==> src/hdl/msgd_ram.sv <==
// ----------------------------------------------------------------------------
// msgd_ram
// Generic single-write, single-read synchronous RAM with registered read data.
// ----------------------------------------------------------------------------
module msgd_ram #(
   parameter int WIDTH = 8,
   parameter int DEPTH = 16
) (
   input  logic                                   clock,
   input  logic                                   wr_en,
   input  logic [(DEPTH > 1 ? $clog2(DEPTH) : 1)-1:0] wr_addr,
   input  logic [WIDTH-1:0]                       wr_data,
   input  logic                                   rd_en,
   input  logic [(DEPTH > 1 ? $clog2(DEPTH) : 1)-1:0] rd_addr,
   output logic [WIDTH-1:0]                       rd_data
);

   logic [WIDTH-1:0] mem_ff [DEPTH];
   logic [WIDTH-1:0] rd_data_ff;

   // write port
   always_ff @(posedge clock) begin
      if (wr_en) begin
         mem_ff[wr_addr] <= wr_data;
      end
   end

   // registered read port
   always_ff @(posedge clock) begin
      if (rd_en) begin
         rd_data_ff <= mem_ff[rd_addr];
      end
   end

   assign rd_data = rd_data_ff;

endmodule

==> config.mk <==
export PLATFORM = sky130hd
export DESIGN_NAME = msgd_ram
export DESIGN_NICKNAME = d
export VERILOG_FILES = /design/src/hdl/msgd_ram.sv
export SDC_FILE = /design/constraint.sdc
export NUM_CORES = 1
export LEC_CHECK = 0
export ABC_AREA = 1
export CAP_MARGIN = 20
export CORE_UTILIZATION = 45
export CTS_BUF_LIST = sky130_fd_sc_hd__clkbuf_8
export DETAILED_ROUTE_END_ITERATION = 7
export DONT_BUFFER_PORTS = 1
export GPL_ROUTABILITY_DRIVEN = 0
export GPL_TIMING_DRIVEN = 0
export PLACE_DENSITY = 0.68
export SLEW_MARGIN = 15
export SYNTH_ARGS = -nofsm -noshare
export SYNTH_HDL_FRONTEND = slang
export SYNTH_SLANG_ARGS = --single-unit
==> constraint.sdc <==
create_clock -name clock -period 1.3 [get_ports clock]
set_input_delay 0.195 -clock clock [delete_from_list [all_inputs] [get_ports clock]]
set_output_delay 0.195 -clock clock [all_outputs]
set_load 0.05 [all_outputs]
# Word level (Yosys, flattened, before mapping)
# Memory sizes are Yosys's and may differ from the RTL's. A register that Yosys moved wholly into a read port is not among the register bits.
# Index checks and enable logic that the tools add are counted.
# totals
ff_bits	0
ramBits	128
input_bits	19
out_inout_bits	8
elab_cells	3
mem_count	1
# classes
mux	2
# mem_list
memory	depth	width	rd	rd_clocked_by_memory_dff	write_ports	line	rtl
mem_ff	16	8	1	1	1	18	logic [WIDTH-1:0] mem_ff [DEPTH];
# op_table
cell	n
1-bit 2-to-1 mux	2

# Logic depth before layout (Yosys ltp)
# depth
word_depth	2
depth_mapped	8
ltp_nobuf	7

# Worst setup path before layout
# OpenSTA, ideal clock, no wires.
# synth_path
path_kind	input to register
from	in wr_addr[2] in the netlist's numbering
to	mem mem_ff[10][0], enable pin
setup_time_ns	0.370
arrival_time_ns	0.776
required_time_ns	0.930
setup_slack_ns	0.154
path_stages	2
n_path_buf	0
cell_sequence	nand3b_1 -> nor2_1
# synth_lines
element	line	rtl
start: declaration	11	input logic [(DEPTH > 1 ? $clog2(DEPTH) : 1)-1:0] wr_addr,
end: declaration	18	
# No word-level cell before the write port.

# Final worst setup path
# layout_path
from	reg rd_data_ff[3] (netlist: rd_data[3]) (read register of mem_ff)
to	out rd_data[3]
# layout_lines
element	line	rtl
start: declaration	19	logic [WIDTH-1:0] rd_data_ff;
end: declaration	15	output logic [WIDTH-1:0] rd_data
# No word-level cell between the ends.

==> results.sh <==
export IMPL_r2r_cells=6
export IMPL_fin_crit_ps=1263
export IMPL_cts_tree="built"
export IMPL_cap_violations=0
export IMPL_drive_gt1_share_pct=8.953
export IMPL_min_path_type="in2reg"
export IMPL_final_hold_viol_count=0
export IMPL_timing_final_crit_share_pct=97.18
export IMPL_dr_pass1_iters=4
export IMPL_numCtsBuffers=17
export IMPL_outcome="completed"
export IMPL_min_to="mem_ff[2][7]"
export IMPL_grt_max_degree=17
export IMPL_port_buffers=0
export IMPL_fin_tns_setup_ps=0
export IMPL_initial_core_util_pct=46.33
export IMPL_holdPathStages=2
export IMPL_num_vias=3840
export IMPL_die_w_um=116.0
export IMPL_synth_top_family_by_area="simple AND/OR/NAND/NOR gates"
export IMPL_synth_distinct_cells=11
export IMPL_ir_worst_vdd_v=0.0005432
export IMPL_avgSynthCellArea_sq_um=10.61
export IMPL_cellPowerDensity_mw_per_mm2=1434
export IMPL_row_count=41
export IMPL_hp_start="wr_addr[1]"
export IMPL_wirelength_mm=13.37
export IMPL_p_leak_nw=2.788
export IMPL_grt_usage_pct=21.66
export IMPL_dp_hpwl_mm=8.700
export IMPL_post_synth_fa_ha_maj_area_fraction_pct=0
export IMPL_clkLatencyLatePin_ps=440
export IMPL_final_setup_viol_count=0
export IMPL_rsz0062_at_grt="yes"
export IMPL_skew_ps=7.354
export IMPL_rrSetupSlack_ps=120
export IMPL_post_place_ws_ps=-299.5
export IMPL_syn2layout_area_growth_pct=12.78
export IMPL_clkSinkCount=136
export IMPL_core_sq_mm=0.01262
export IMPL_io_pins=27
export IMPL_max_slew_margin_rel_pct=31.60
export IMPL_diodes=0
export IMPL_synthSimpleGateAreaFrac_pct=20.76
export IMPL_cp_start_kind="register"
export IMPL_syn_area_sq_mm=0.005847
export IMPL_grt_overflow=0
export IMPL_most_common_layout_cells="nand2_1, edfxtp_1, inv_1"
export IMPL_synth_nets=570
export IMPL_synth_compound_area_share_pct=0
export IMPL_grt_pass1_vias=3629
export IMPL_die_y_um=116.0
export IMPL_nets=598
export IMPL_multi_input_area_sq_mm=0.001214
export IMPL_timing_rr_start="mem_ff[3][3]"
export IMPL_fin_hold_ws_ps=251.6
export IMPL_finalPower_w=0.009454
export IMPL_ant_nets=0
export IMPL_synth_xor_area_share_pct=0
export IMPL_post_route_drc_count=0
export IMPL_ys_seq_area_share_pct=69.85
export IMPL_critPathCaptureType="primary output"
export IMPL_dieArea_sq_mm=0.01345
export IMPL_drv_slew=0
export IMPL_cp_max_fo=1
export IMPL_root_buffer="clkbuf_8"
export IMPL_fmax_ghz=0.7916
export IMPL_critPathArrivalTime_ps=1070
export IMPL_fin_ws_ps=36.69
export IMPL_grt_pass1_wl_mm=20.48
export IMPL_antenna_found_initial=0
export IMPL_final_cells=764
export IMPL_crit_required_ps=1110
export IMPL_muxShareOfSynthArea_pct=0
export IMPL_syn_instance_count=551
export IMPL_drt_iter0_markers=317
export IMPL_r2r_end="rd_data[3]"
export IMPL_final_common_cell="nand2_1"
export IMPL_ys_ff_latch=136
export IMPL_tightest_slew_ps=1022
export IMPL_regArea_sq_mm=0.004084
export IMPL_place_inst=723
export IMPL_htree_levels=4
export IMPL_viasPerCell=5.026
export IMPL_yosysWarnings=0
export IMPL_path_clk_slew_ps=70
export IMPL_fill_cells=1116
export IMPL_routedWlPerCell_um=17.50
export IMPL_ctsLongestPathBuffers=2
export IMPL_crit_type="reg2out"
[where the power goes]
| part | switching [W] | internal [W] | total [W] |
|---|---|---|---|
| logic | 0.000422 | 0.000173 | 0.000595 |
| registers | 0.0000991 | 0.00494 | 0.00504 |
| clock network | 0.00157 | 0.00225 | 0.00382 |
[cells by family (layout without fill, tap and decap cells)]
| group | after synthesis | in the layout |
|---|---|---|
| DFF | 136 | 136 |
| buffers and inverters | 126 | 167 |
| and+or+nand+nor | 289 | 289 |
[worst max-delay path by stage]
stage / startpoint / end / slack [ps] / depth (start not counted)
floorplan: wr_addr[2] / mem_ff[10][0] / 150 / 2
global placement: wr_addr[3] / mem_ff[7][3] / -280 / 2
detailed placement: wr_addr[3] / mem_ff[7][5] / -300 / 2
CTS: rd_data[2] / rd_data[2] / 10 / 0
global route: rd_data[3] / rd_data[3] / -10 / 0
finish: rd_data[3] / rd_data[3] / 40 / 0
[layer usage]
metal | vias to the layer above | routed length, um | track usage [%]
met2 | 151 | 6232 | 33.45
met3 | 22 | 935 | 4.916
met1 | 1835 | 5911 | 30.16
li1 | 1832 | - | -
met5 | - | 0 | 0
met4 | 0 | 290 | 7.863
[cell type report]
type	count	share of cell area, %
repair buffers	9	1.366
multi-input cells	289	18.41
well taps	172	3.264
flip-flops and latches	136	61.94
clock inverters	15	3.150
clock buffers	17	3.548
plain buffers	24	2.524
inverters	102	5.806
[what timing repair did]
action                                 CTS  global route
endpoints found under the hold margin  136             0
hold buffers                             9             0
resized for setup                        0             0
buffers inserted                         0             0
setup endpoints to repair                0             4
[cell usage after synthesis, drive strengths merged]
| cell type | count | area share (%) |
|---|---|---|
| nor2 | 17 | 1.1 |
| nand3b | 2 | 0.26 |
| inv | 102 | 6.5 |
| nand3 | 97 | 8.3 |
| buf | 24 | 2.8 |
| nand2 | 173 | 11 |
| edfxtp | 136 | 70 |
[flip-flops by register name, summed over array words and instances, names as in the netlist]
signal	flops
mem_ff	128
rd_data	8
[per-stage QoR]
| stage | utilization, % | area (sq um) |
|---|---|---|
| floorplan | - | 5847 |
| global placement | 48.04 | 6062 |
| detailed placement | 48.04 | 6062 |
| CTS | 52.25 | 6594 |
| global route | 52.25 | 6594 |
| finish | 52.25 | 6594 |
Note: power is estimated with default switching activity, not from simulation.
