==> src/hdl/msgd_pkg.sv <==
// ----------------------------------------------------------------------------
// msgd_pkg
// Shared types and constants of the mask set group dedup block: field widths,
// command codes, sequencer states, lane control and result bundles.
// ----------------------------------------------------------------------------
package msgd_pkg;

   // fixed field widths of the request and response channels
   localparam int CMD_W  = 2;
   localparam int ID_W   = 10;
   localparam int GIDX_W = 6;
   localparam int GTOT_W = 7;
   localparam int BTOT_W = 5;

   // request command codes
   localparam logic [CMD_W-1:0] CMD_MASK_ID  = 2'd0;
   localparam logic [CMD_W-1:0] CMD_NO_MASKS = 2'd1;
   localparam logic [CMD_W-1:0] CMD_CLEAR    = 2'd2;

   // sequencer states
   typedef enum logic [2:0] {
      ST_IDLE,
      ST_SEARCH,
      ST_LEN,
      ST_SCAN,
      ST_CHECK,
      ST_COPY,
      ST_EMIT
   } state_type;

   // control from the sequencer to the current-list lanes
   typedef struct packed {
      logic clear;       // drop the collected list
      logic append;      // take one id from the request
      logic scan_start;  // clear the found bits before a group scan
      logic probe;       // compare one stored id against all lanes
   } lane_ctl_type;

   // result flags and index, totals are added when the response is loaded
   typedef struct packed {
      logic              is_masked;
      logic [GIDX_W-1:0] group_index;
      logic              new_group;
      logic              table_full;
      logic              list_too_long;
   } res_type;

endpackage

==> src/hdl/msgd_lanes.sv <==
// ----------------------------------------------------------------------------
// msgd_lanes
// Current mask list held in lanes, one id per lane, with a found bit per lane.
// A probed stored id is compared against all lanes at once.
// ----------------------------------------------------------------------------
module msgd_lanes #(
   parameter int MAX_MASKS = 16
) (
   input  logic                                          clock,
   input  logic                                          reset,
   input  msgd_pkg::lane_ctl_type                        ctl,
   input  logic [msgd_pkg::ID_W-1:0]                     app_id,
   input  logic [msgd_pkg::ID_W-1:0]                     probe_id,
   input  logic [(MAX_MASKS > 1 ? $clog2(MAX_MASKS) : 1)-1:0] rd_idx,
   output logic [$clog2(MAX_MASKS + 1)-1:0]              cur_len,
   output logic                                          cur_over,
   output logic                                          all_found,
   output logic [msgd_pkg::ID_W-1:0]                     rd_id
);

   localparam int LW = $clog2(MAX_MASKS + 1);

   logic [msgd_pkg::ID_W-1:0] lane_ff [MAX_MASKS];
   logic [MAX_MASKS-1:0]      found_ff, found_in;
   logic [LW-1:0]             len_ff, len_in;
   logic                      over_ff, over_in;
   logic [MAX_MASKS-1:0]      lane_ok;

   // length and overflow flag
   always_comb begin
      len_in  = len_ff;
      over_in = over_ff;
      if (ctl.clear) begin
         len_in  = '0;
         over_in = 1'b0;
      end else if (ctl.append) begin
         if (len_ff == LW'(MAX_MASKS)) begin
            over_in = 1'b1;
         end else begin
            len_in = len_ff + LW'(1);
         end
      end
   end

   always_ff @(posedge clock) begin
      if (reset) begin
         len_ff  <= '0;
         over_ff <= 1'b0;
      end else begin
         len_ff  <= len_in;
         over_ff <= over_in;
      end
   end

   // lane storage, written at the current length
   always_ff @(posedge clock) begin
      for (int i = 0; i < MAX_MASKS; i++) begin
         if (ctl.append && len_ff == LW'(i)) begin
            lane_ff[i] <= app_id;
         end
      end
   end

   // found bits: one parallel compare per probed id
   always_comb begin
      found_in = found_ff;
      if (ctl.scan_start) begin
         found_in = '0;
      end else if (ctl.probe) begin
         for (int i = 0; i < MAX_MASKS; i++) begin
            found_in[i] = found_ff[i] | (lane_ff[i] == probe_id);
         end
      end
   end

   always_ff @(posedge clock) begin
      found_ff <= found_in;
   end

   // lanes past the length do not count
   always_comb begin
      for (int i = 0; i < MAX_MASKS; i++) begin
         lane_ok[i] = found_ff[i] | (LW'(i) >= len_ff);
      end
   end

   assign all_found = &lane_ok;
   assign cur_len   = len_ff;
   assign cur_over  = over_ff;
   assign rd_id     = lane_ff[rd_idx];

endmodule

==> config.mk <==
export PLATFORM = sky130hd
export DESIGN_NAME = msgd_lanes
export DESIGN_NICKNAME = d
export VERILOG_FILES = /design/src/hdl/msgd_pkg.sv /design/src/hdl/msgd_lanes.sv
export SDC_FILE = /design/constraint.sdc
export NUM_CORES = 1
export LEC_CHECK = 0
export ABC_AREA = 0
export BUFFER_PORTS_ARGS = -buffer_cell sky130_fd_sc_hd__buf_2
export CORE_MARGIN = 2
export CORE_UTILIZATION = 55
export DETAILED_ROUTE_END_ITERATION = 16
export PLACE_DENSITY = 0.78
export RECOVER_POWER = 100
export SYNTH_ARGS = -nofsm -noshare
export SYNTH_HDL_FRONTEND = slang
export SYNTH_SLANG_ARGS = --single-unit
==> constraint.sdc <==
create_clock -name clock -period 2.6 [get_ports clock]
set_clock_uncertainty 0.15 [all_clocks]
set_input_delay 0.52 -clock clock [delete_from_list [all_inputs] [get_ports clock]]
set_output_delay 0.52 -clock clock [all_outputs]
set_load 0.02 [all_outputs]
# Yosys cells after proc, flatten, opt, wreduce, memory -nomap -nowiden
# Memories as Yosys holds them, arrays and structs flattened.
# Cells that the tools add are included.
dict set report word_totals {
  inputBits 30
  ff_bits 22
  out_inout_bits 17
  word_cells 199
  ram_bits 160
  memories 1
}
dict set report classes {
  n_mux 77
  addsub 1
  eq_ne 32
  bitwise 33
  order_cmp 16
  reduce_logical 36
}
# name depth width read_ports rd_clocked_by_memory_dff write_ports line
set memory_table {}
lappend memory_table {lane_ff 16 10 17 0 1 msgd_lanes.sv:23} ;# logic [msgd_pkg::ID_W-1:0] lane_ff [MAX_MASKS];
# op n
set ops {}
lappend ops {{10-bit == test} 16}
lappend ops {{10-bit 2-to-1 mux} 15}
lappend ops {{10-bit OR reduction} 15}
lappend ops {{4-bit 2-to-1 mux} 15}
lappend ops {{1-bit 2-to-1 mux} 47}
lappend ops {{5-bit by 4-bit == test with 1-bit output (second input constant)} 8}
lappend ops {{4-bit by 5-bit >= comparator with 1-bit output (first input constant)} 8}
lappend ops {{1-bit bitwise OR} 32}
lappend ops {{5-bit by 3-bit == test with 1-bit output (second input constant)} 4}
lappend ops {{3-bit by 5-bit >= comparator with 1-bit output (first input constant)} 4}
lappend ops {{1-bit logical AND} 16}
lappend ops {{16-bit AND reduction} 1}
lappend ops {{5-bit by 2-bit == test with 1-bit output (second input constant)} 2}
lappend ops {{1-bit by 5-bit >= comparator with 1-bit output (first input constant)} 2}
lappend ops {{2-bit by 5-bit >= comparator with 1-bit output (first input constant)} 2}
lappend ops {{5-bit by 1-bit adder with 5-bit output (second input constant)} 1}
lappend ops {{5-bit by 1-bit == test with 1-bit output (second input constant)} 1}
lappend ops {{5-bit == test (second input constant)} 1}
lappend ops {{5-bit zero test} 1}
lappend ops {{2-bit AND reduction} 2}
lappend ops {{2-bit OR reduction} 1}
lappend ops {{1-bit inverter} 1}

# Longest topological paths before layout
# Gate-level depths: netlist of run 1.
dict set report logic_depth {
  depth_word 20
  mapped_depth 8
  depth_no_buf 7
}

# Least setup slack after synthesis of run 1
# Ideal clock, no wire load.
dict set report synth_path {
  path_type {reg2out}
  from {register len_ff[1] (netlist: cur_len[1])}
  to {output all_found}
  required_ps 1930
  t_arrival_ps 1912
  path_buffers 1
  path_slack_ps 18
  stages_incl_launch_ff 9
  cell_sequence {dfxtp_1 clkbuf_1 inv_1 ha_1 o21bai_1 a311o_1 o2111ai_1 nor4_1 nor3b_1}
}
dict set report synth_between {
  elab_chain_cells 3
  word_cells_on_any_way 33
  cone_classes {order compare (16); bitwise (16); reduce/logical (1)}
}
# item line
set synth_rtl {}
lappend synth_rtl {{from (decl)} msgd_lanes.sv:25} ;# logic [LW-1:0] len_ff, len_in;
lappend synth_rtl {{from (signal assigned)} msgd_lanes.sv:50} ;# len_ff <= len_in;
lappend synth_rtl {{1-bit by 5-bit >= comparator with 1-bit output, or another cell as far along} msgd_lanes.sv:83} ;# lane_ok[i] = found_ff[i] | (LW'(i) >= len_ff);
lappend synth_rtl {{1-bit bitwise OR} msgd_lanes.sv:83}
lappend synth_rtl {{16-bit AND reduction (*)} msgd_lanes.sv:87} ;# assign all_found = &lane_ok;
lappend synth_rtl {{to (decl)} msgd_lanes.sv:17} ;# output logic all_found,
# Mark *: on every way between the ends. The rest lies on a longest branch, timed or not.

# Worst setup path after layout of run 1
dict set report layout_path {
  from {register found_ff[3]}
  to {output all_found}
}
dict set report layout_between {
  elab_chain_cells 2
}
# item line
set layout_rtl {}
lappend layout_rtl {{from (decl)} msgd_lanes.sv:24} ;# logic [MAX_MASKS-1:0] found_ff, found_in;
lappend layout_rtl {{from (signal assigned)} msgd_lanes.sv:77} ;# found_ff <= found_in;
lappend layout_rtl {{1-bit bitwise OR} msgd_lanes.sv:83}
lappend layout_rtl {{16-bit AND reduction} msgd_lanes.sv:87}
# No other way between the ends.

==> results.yml, run 1 <==
synthesis:
  syn_inst: 604
  synth_top_cell_by_area: "edfxtp_1"
  synth_cell_types: 41
  ys_warn_count: 0
  seq_area_frac_synth_pct: 57.7
  synth_area_sq_um: 9090
  synth-seq-cells: 182
  syn_avg_cell_area_sq_um: 15.0
  synth_edf_count: 160
  ys.flop_type: "edfxtp_1"
  yosys.cell_count.top_type: "xnor2_1"
  netlist.area_leader.share_pct: 52.9
  yosys-top-cells-count: "161 x xnor2_1, 160 x edfxtp_1, 53 x nor2_1, 33 x nand4_1, 31 x mux4_1"
  syn-num-nets: 637
  async_flop_share_pct: 0
  synth_area_leaders: "edfxtp_1 53%, xnor2_1 16%, mux4_1 9.0%, dfxtp_1 4.8%, mux4_2 4.7%"
setup_path:
  required_ns: 1.93
  worst_r2r_endpoint: "lane_ff[1][8]$_DFFE_PP_"
  endpoint_kind: "output port"
  startpoint_type: "flop"
  r2r_slack_ns: 0.47
  critical_path.slowest_cell: "or3b_4"
  crit_arrival_ns: 2.14
  crit_chain: "or3b_4 > o311ai_4 > o2111ai_1 > nor4_1 > nor3b_2 > buf_4"
  crit_fanout: 4
  slowest_delay_ns: 0.39
  timing.rr.start: "cur_len[4]$_SDFFE_PP0P_"
  r2r_cells: 5
  worstSetupPathType: "reg -> out"
detailed_routing:
  postRouteAntennaNets: 0
  top_layer: "met4"
  m1WireLength_um: 9600
  routed-wl-met2_um: 12300
  avgRoutedWirePerCell_um: 27.8
  drc_errors: 0
  viasPerCell: 6.42
  drtPass1Iterations: 5
  wl_um: 26200
  vias: 6047
  drtIter0Drc: 1012
  met3_length_um: 3040
timing:
  finalWorstSetupSlack_ns: -0.215
  rsz0062_at_grt: "yes"
  finalCritPeriodShare_pct: 108
  slew_viol_final: 0
  fin_crit_ns: 2.81
  tightestPinTransition_ns: 1.41
  setup_violations: 11
  max_freq_mhz: 355
  setup_tns_ns: -1.63
  final_hold_viol_count: 0
  slew-limit-headroom_pct: 5.85
grt:
  grt_overflow: 0
  grt_pass1_wl_um: 38700
  grt_pass1_vias: 5953
  grt_max_degree: 25
  antenna_found_initial: 1
  grt_usage_pct: 31.0
clock_network:
  cts_buffers: 17
  cts_hold_buf: 0
  clockBufferDepth: 2
  clk-insertion-delay-late_ns: 0.45
  cts_num_sinks: 182
  h-tree-depth: 4
  cts.clk_slew.worst_paths_ns: 0.07
  cts_tree: "built"
  root_buffer: "clkbuf_16"
final_layout:
  post-route-util_pct: 66.8
  fin_nets: 745
  fin_area_sq_um: 10700
  drive_above_1_share_pct: 27.9
  syn_to_final_growth_pct: 17.7
placed_design:
  place_area_sq_um: 9620
  place_hpwl_um: 18700
  port_buffers: 46
  dpl_worst_slack_ns: -0.275
  gp_congestion: 1.01
die:
  io_pins: 47
  dieArea_sq_um: 17600
  die_w_um: 133
  core-area_sq_um: 16000
  initial_core_util_pct: 56.8
  die_y_um: 133
  std_cell_rows: 46
power:
  ir_worst_vdd_v: 0.000535
  power_per_cell_area_nw_per_um2: 590
  p_leak_nw: 3.46
worst_hold_path:
  hold-path-cell-count: 3
  hp-class: "in -> reg"
  hp-start: "ctl[2]"
  holdPathEnd: "cur_over$_SDFFE_PP0P_"
outcome:
  status: "complete, but fails checks"
  violations: "setup timing"
run:
  drv_cap: 0
area by class of cell:
type	instances	area (sq um)
clock inverters	14	136
multi-input cells	378	3560
well taps	216	270
clock buffers	18	429
repair buffers	131	1030
fillers	1154	5310
diodes	1	2.50
inverters	2	10.0
flip-flops and latches	182	5260
sequential cells by signal, summed over array words and instances, names as in the netlist:
| name | count |
|---|---|
| lane_ff | 160 |
| found_ff | 16 |
| cur_len | 5 |
| cur_over | 1 |
cell families (layout without fill, tap and decap cells):
kind of cell	Yosys count	count (layout)	synth area share, %
compound gates	39	39	3.29
mux	51	51	13.8
flops	182	182	57.7
fa+ha+maj	3	3	0.413
other cells	0	1	0
simple gates	123	123	6.58
buf+inv	44	165	2.59
xor+xnor	162	162	15.6
where the power goes:
part           internal [mW]  switching (mW)
Clock                   1.40            1.12
Combinational          0.261           0.324
Sequential              3.19          0.0134
Total                   4.85            1.46
cells in the final DEF (no fill, tap or decap), drive strengths merged, types with 3 or more instances in the layout:
cell and n:
dfxtp 22, xnor2 161, nand3 3, a21oi 7
a41oi 16, edfxtp 160, clkinv 9, nor3 6
nand2 13, nor2b 3, nand4 33, nor2 53
mux4 50, ha 3, clkbuf 30, buf 119
nand2b 6, clkinvlp 3
critical path, delay by kind of cell, from the launching register on:
kind,cells,cell delay (ns)
AND/OR/NAND/NOR,3,0.92
AO/OA/AOI/OAI,2,0.23
buffers and inverters,1,0.16
flip-flops,1,0.37
per-stage QoR:
step / hold WS, ns / instances / power (mW)
after global placement: 0.294 / 856 / 3.77
after floorplan: 0.284 / 604 / 3.62
final: 0.226 / 942 / 6.31
after global routing: 0.244 / 942 / 6.46
after detailed placement: 0.312 / 856 / 3.79
after CTS: 0.222 / 922 / 6.31
worst max path at each step:
stage / start / endpoint / slack, ns
after global placement: rd_idx[0] / rd_id[5] / -0.22
after floorplan: cur_len[1]$_SDFFE_PP0P_ / all_found / 0.02
after detailed placement: rd_idx[0] / rd_id[5] / -0.27
after CTS: found_ff[3]$_SDFFE_PP0P_ / all_found / -0.26
after global routing: found_ff[3]$_SDFFE_PP0P_ / all_found / -0.21
final: found_ff[3]$_SDFFE_PP0P_ / all_found / -0.21
layer usage:
metal | vias to the layer above | track usage, %
met2 | 459 | 47.4
met3 | 88 | 9.08
met1 | 2995 | 40.7
met5 | - | 0
li1 | 2505 | -
met4 | 0 | 15.8
repair_timing:
action                                  4_1_cts  5_1_grt
endpoints found under the setup margin       11       11
pin swaps                                     3        2
buffers inserted                             31       19
cloned                                        3        0
gates resized for setup                      62        9
(Power assumes the default switching activity.)
==> run 2, diff against run 1 <==
--- a/config.mk
+++ b/config.mk
@@ -8,9 +8,9 @@
 export ABC_AREA = 0
 export BUFFER_PORTS_ARGS = -buffer_cell sky130_fd_sc_hd__buf_2
 export CORE_MARGIN = 2
-export CORE_UTILIZATION = 55
+export CORE_UTILIZATION = 61
 export DETAILED_ROUTE_END_ITERATION = 16
-export PLACE_DENSITY = 0.78
+export PLACE_DENSITY = 0.84
 export RECOVER_POWER = 100
 export SYNTH_ARGS = -nofsm -noshare
 export SYNTH_HDL_FRONTEND = slang
==> run 2 against run 1 <==
  * Combinational power is 8.4% higher
  * Worst hold slack better by 0.040 ns
  * Routed wire length rose by 11%
  * Total power up 0.80%
  * Critical path depth stayed put
  * The run still ends with setup timing left
  * Clock power barely moved
  * Highest routed layer is now met5
  * Largest cell class unchanged
  * Non-clock buffer count rose by 33
  * Fmax rose by 0.26%
  * Critical path type unchanged
  * Final cell count increased by 0.21%
  * Setup slack gained 0.0074 ns
==> results.yml, run 2 (synthesized netlist as in run 1, its figures left out) <==
timing:
  tightestPinTransition_ns: 1.03
  max_freq_mhz: 356
  finalWorstSetupSlack_ns: -0.207
  slew-limit-headroom_pct: 31.7
  setup_violations: 11
  fin_crit_ns: 2.81
  whs_ns: 0.266
  rsz0062_at_grt: "yes"
  slew_viol_final: 0
  setup_tns_ns: -1.39
  final_hold_viol_count: 0
  finalCritPeriodShare_pct: 108
die:
  io_pins: 47
  core-area_sq_um: 14500
  dieArea_sq_um: 15900
  die_w_um: 126
  die_y_um: 126
  initial_core_util_pct: 62.5
  std_cell_rows: 44
final_layout:
  fin_nets: 778
  syn_to_final_growth_pct: 21.2
  post-route-util_pct: 75.7
  regMostFlops: "lane_ff"
  regArea_sq_um: 5260
  largest_reg_flops: 160
  final_common_cell: "xnor2_1"
  drive_above_1_share_pct: 32.6
  final_cell_mix: "161 x xnor2_1, 160 x edfxtp_1, 109 x buf_4"
  fillers: 861
  multiInputGateArea_sq_um: 3580
  fin_cells: 944
setup_path:
  slowest_delay_ns: 0.41
  required_ns: 1.93
  r2r_slack_ns: 0.61
  critical_path.slowest_cell: "or3b_4"
  crit_chain: "or3b_4 > o311ai_4 > o2111ai_2 > nor4_2 > nor3b_2 > buf_4"
  startpoint_type: "flop"
  crit_fanout: 6
  endpoint_kind: "output port"
  worstSetupPathType: "reg -> out"
  crit_arrival_ns: 2.14
power:
  combPwrFrac_pct: 10.0
  fin_total_pwr_mw: 6.36
  power_frac_clock_pct: 39.7
  pwr-share-seq_pct: 50.4
  p_int_mw: 4.86
  power_switching_share_pct: 23.7
  power_per_cell_area_nw_per_um2: 578
  p_leak_nw: 3.68
  p_switching_mw: 1.51
  ir_worst_vdd_v: 0.000527
placed_design:
  place_hpwl_um: 19500
  port_buffers: 46
  dp_cells: 821
  gp_congestion: 0.995
clock_network:
  clockBufferDepth: 2
  clk-insertion-delay-late_ns: 0.44
  cts_tree: "built"
  h-tree-depth: 4
  cts.clk_slew.worst_paths_ns: 0.07
  cts_buffers: 17
  root_buffer: "clkbuf_16"
  cts_num_sinks: 182
grt:
  grt_usage_pct: 36.4
  antenna_found_initial: 4
  grt_pass1_vias: 6226
  grt_overflow: 0
  grt_max_degree: 25
  grt_pass1_wl_um: 40900
detailed_routing:
  viasPerCell: 6.87
  drtIter0Drc: 1343
  drc_errors: 0
  vias: 6488
  wl_um: 29100
  drtPass1Iterations: 6
  avgRoutedWirePerCell_um: 30.9
  postRouteAntennaNets: 0
run:
  drv_cap: 0
outcome:
  status: "complete, but fails checks"
  violations: "setup timing"
worst_hold_path:
  hp-class: "in -> reg"
## run 2: per-stage QoR
step           setup slack [ns]  instance area, sq um
3_3_place_gp             -0.218                  9560
2_1_floorplan            0.0178                  9090
6_report                 -0.207                 11000
3_5_place_dp             -0.242                  9560
4_1_cts                  -0.181                 10600
5_1_grt                  -0.259                 11000
## run 2: repair_timing
item | 4_1_cts | 5_1_grt
pin swaps | 0 | 4
gates resized for setup | 43 | 38
hold buffers | 0 | 0
setup endpoints to repair | 11 | 11
gates cloned | 4 | 3
setup buffers | 41 | 41
## run 2: power by group through the flow
| stage | logic, mW | registers (mW) | clock network, mW |
|---|---|---|---|
| floorplan | 0.351 | 3.27 | 0 |
| global placement | 0.506 | 3.27 | 0 |
| detailed placement | 0.516 | 3.27 | 0 |
| CTS | 0.575 | 3.20 | 2.52 |
| global route | 0.655 | 3.20 | 2.65 |
| finish | 0.634 | 3.21 | 2.52 |
## run 2: path summary, 6_finish.rpt
kind / from / end / cells past startpoint
min: ctl[3] / cur_len[4]$_SDFFE_PP0P_ / 3
max reg2reg: cur_len[2]$_SDFFE_PP0P_ / lane_ff[12][7]$_DFFE_PP_ / 4
min reg2reg: found_ff[15]$_SDFFE_PP0P_ / found_ff[15]$_SDFFE_PP0P_ / 2
max: cur_len[4]$_SDFFE_PP0P_ / all_found / 6
## run 2: layout make-up
type	instances	area share [%]
clock inverter	13	1.06
tap	184	2.09
inverter	2	0.114
sequential	182	47.8
timing repair buffer	164	12.3
antenna	2	0.0455
multi-input combinational	378	32.5
clock buffer	19	4.13
## run 2: layer usage
| metal | GRT usage, % | share of wire (%) | up-vias |
|---|---|---|---|
| met5 | 0 | 0.082 | - |
| met4 | 18.0 | 5.7 | 4 |
| met3 | 10.9 | 15 | 122 |
| met2 | 54.0 | 45 | 602 |
| met1 | 49.8 | 34 | 3188 |
| li1 | - | - | 2572 |
## run 2: critical path, delay by kind of cell, from the launching register on
family                 cells  cell delay, ns
and+or+nand+nor            3            0.89
AOI/OAI and AO/OA          2            0.25
buffers and inverters      1            0.18
DFF                        1            0.37
==> run 3, diff against run 2 <==
--- a/config.mk
+++ b/config.mk
@@ -8,9 +8,9 @@
 export ABC_AREA = 0
 export BUFFER_PORTS_ARGS = -buffer_cell sky130_fd_sc_hd__buf_2
 export CORE_MARGIN = 2
-export CORE_UTILIZATION = 61
+export CORE_UTILIZATION = 40
 export DETAILED_ROUTE_END_ITERATION = 16
-export PLACE_DENSITY = 0.84
+export PLACE_DENSITY = 0.61
 export RECOVER_POWER = 100
 export SYNTH_ARGS = -nofsm -noshare
 export SYNTH_HDL_FRONTEND = slang
==> constraint.sdc (replaced) <==
create_clock -name clock -period 2.6 [get_ports clock]
set_clock_uncertainty 0.15 [all_clocks]
set_input_delay 0.39 -clock clock [delete_from_list [all_inputs] [get_ports clock]]
set_output_delay 0.39 -clock clock [all_outputs]
set_load 0.02 [all_outputs]
==> run 3 against run 2 <==
  * Sequential cell count unchanged
  * Critical endpoint is now rd_id[2]
  * Largest cell class unchanged
  * Routed wire length down 9.4%
  * First-iteration DRC count down 43%
  * Design area down 2.8%
  * Via count down 8.6%
  * Clock power about the same
  * Largest power group unchanged
  * The run still ends with setup timing left
  * Die area up 51%
  * Setup slack better by 0.16 ns
  * Total power down 0.85%
  * Highest routed layer is now met4
  * Count of clock-buffer cells in the layout up 2
==> results.yml, run 3 (synthesized netlist as in run 1, its figures left out) <==
clock_network:
  cts_hold_buf: 0
  cts_num_sinks: 182
  root_buffer: "clkbuf_16"
  clockBufferDepth: 2
  cts_buffers: 17
  h-tree-depth: 4
  cts.clk_slew.worst_paths_ns: 0.07
  cts_tree: "built"
  clk-insertion-delay-late_ns: 0.44
setup_path:
  crit_fanout: 2
  cp_common_cell: "mux4_2"
  slowest_delay_ns: 0.53
  startpoint_type: "flop"
  crit_arrival_ns: 2.11
  worstSetupPathType: "reg -> out"
  crit_chain: "mux4_2 > mux4_2 > buf_6"
  required_ns: 2.06
  endpoint_kind: "output port"
  critical_path.slowest_cell: "mux4_2"
die:
  die_w_um: 155
  initial_core_util_pct: 40.5
  core-area_sq_um: 22400
  dieArea_sq_um: 23900
  std_cell_rows: 55
  die_y_um: 155
  io_pins: 47
timing:
  finalCritPeriodShare_pct: 102
  tightestPinTransition_ns: 0.932
  max_freq_mhz: 378
  slew-limit-headroom_pct: 37.9
  fin_crit_ns: 2.65
  finalWorstSetupSlack_ns: -0.0463
  setup_violations: 6
  slew_viol_final: 0
  rsz0062_at_grt: "yes"
  final_hold_viol_count: 0
final_layout:
  final_common_cell: "xnor2_1"
  fin_nets: 751
  regArea_sq_um: 5250
  largest_reg_flops: 160
  n_antenna_cell: 0
  regMostFlops: "lane_ff"
  fin_area_sq_um: 10700
  fillers: 1955
  multiInputGateArea_sq_um: 3560
  final_cell_mix: "161 x xnor2_1, 160 x edfxtp_1, 58 x buf_4"
  drive_above_1_share_pct: 24.6
  syn_to_final_growth_pct: 17.7
power:
  power_per_cell_area_nw_per_um2: 590
  pwr-share-seq_pct: 50.8
  power_switching_share_pct: 22.9
  p_leak_nw: 3.39
  combPwrFrac_pct: 9.2
  p_switching_mw: 1.44
  power_frac_clock_pct: 40.0
  p_int_mw: 4.87
  ir_worst_vdd_v: 0.000391
worst_hold_path:
  hp-class: "in -> reg"
detailed_routing:
  wl_um: 26400
  drc_errors: 0
  postRouteAntennaNets: 0
  vias: 5927
  avgRoutedWirePerCell_um: 26.0
  viasPerCell: 5.83
  drtIter0Drc: 760
  drtPass1Iterations: 5
placed_design:
  port_buffers: 46
  place_hpwl_um: 18900
  gp_congestion: 0.942
  dpl_worst_slack_ns: -0.0150
  place_area_sq_um: 9730
grt:
  grt_pass1_vias: 5945
  grt_pass1_wl_um: 38500
  grt_overflow: 0
  grt_max_degree: 29
  antenna_found_initial: 0
  grt_usage_pct: 22.5
outcome:
  violations: "setup timing"
  status: "complete, but fails checks"
run:
  drv_cap: 0
==> run 3: cell types whose count changed in the layout (fill, tap and decap cells not counted), moves of 3 or more <==
cell / delta
clkbuf_16: -3
clkbuf_4: +11
inv_6: -3
mux4_2: -6
dfxtp_4: -3
clkbuf_1: +23
inv_4: -5
clkinv_2: -3
mux4_1: +6
buf_16: -5
clkinvlp_4: +3
buf_4: -51
dfxtp_1: +4
==> run 3: power groups by stage <==
stage | Clock (mW) | Combinational [mW] | Sequential (mW)
final | 2.52 | 0.582 | 3.21
after global routing | 2.67 | 0.615 | 3.21
after CTS | 2.54 | 0.569 | 3.20
after detailed placement | 0 | 0.534 | 3.27
after global placement | 0 | 0.524 | 3.27
after floorplan | 0 | 0.351 | 3.27
==> run 3: layout make-up <==
cell class,count,share of cell area [%]
sequential,182,49.0
multi-input combinational,378,33.3
timing repair buffer,137,8.95
clock buffer,21,4.12
tap,285,3.33
clock inverter,11,1.19
inverter,2,0.0702
==> run 3: metal layers <==
layer / track usage (%) / wire [um] / up-vias
li1: - / - / 2518
met1: 28.8 / 10300 / 3010
met2: 36.4 / 12900 / 348
met3: 5.44 / 2290 / 51
met4: 10.0 / 979 / 0
met5: 0 / 0 / -
==> run 3: path summary, 6_finish.rpt <==
check	startpoint	endpoint	slack, ns	cells after the start
max reg2reg	cur_len[4]$_SDFFE_PP0P_	lane_ff[3][9]$_DFFE_PP_	0.16	5
min	ctl[2]	cur_over$_SDFFE_PP0P_	0.12	3
max	lane_ff[15][2]$_DFFE_PP_	rd_id[2]	-0.05	3
min reg2reg	cur_over$_SDFFE_PP0P_	cur_over$_SDFFE_PP0P_	0.34	2
==> run 3: repair_timing <==
action	4_1_cts	5_1_grt
setup endpoints to repair	10	11
buffers inserted	31	28
resized for setup	40	8
gates cloned	0	1
==> run 3: worst max-delay path: cells and delay by family (launching register included) <==
kind,cells,cell delay [ns]
mux,2,1.04
flops,1,0.47
buf+inv,1,0.16
==> run 3: stage by stage <==
stage | TNS [ns] | utilization [%] | hold WS [ns] | total power [mW] | cells
2_1_floorplan | 0 | - | 0.284 | 3.62 | 604
3_3_place_gp | 0 | 43.4 | 0.298 | 3.79 | 924
3_5_place_dp | -0.0194 | 43.4 | 0.327 | 3.80 | 924
4_1_cts | -0.146 | 47.0 | 0.105 | 6.31 | 987
5_1_grt | -0.465 | 47.7 | 0.140 | 6.50 | 1016
6_report | -0.159 | 47.7 | 0.122 | 6.31 | 1016
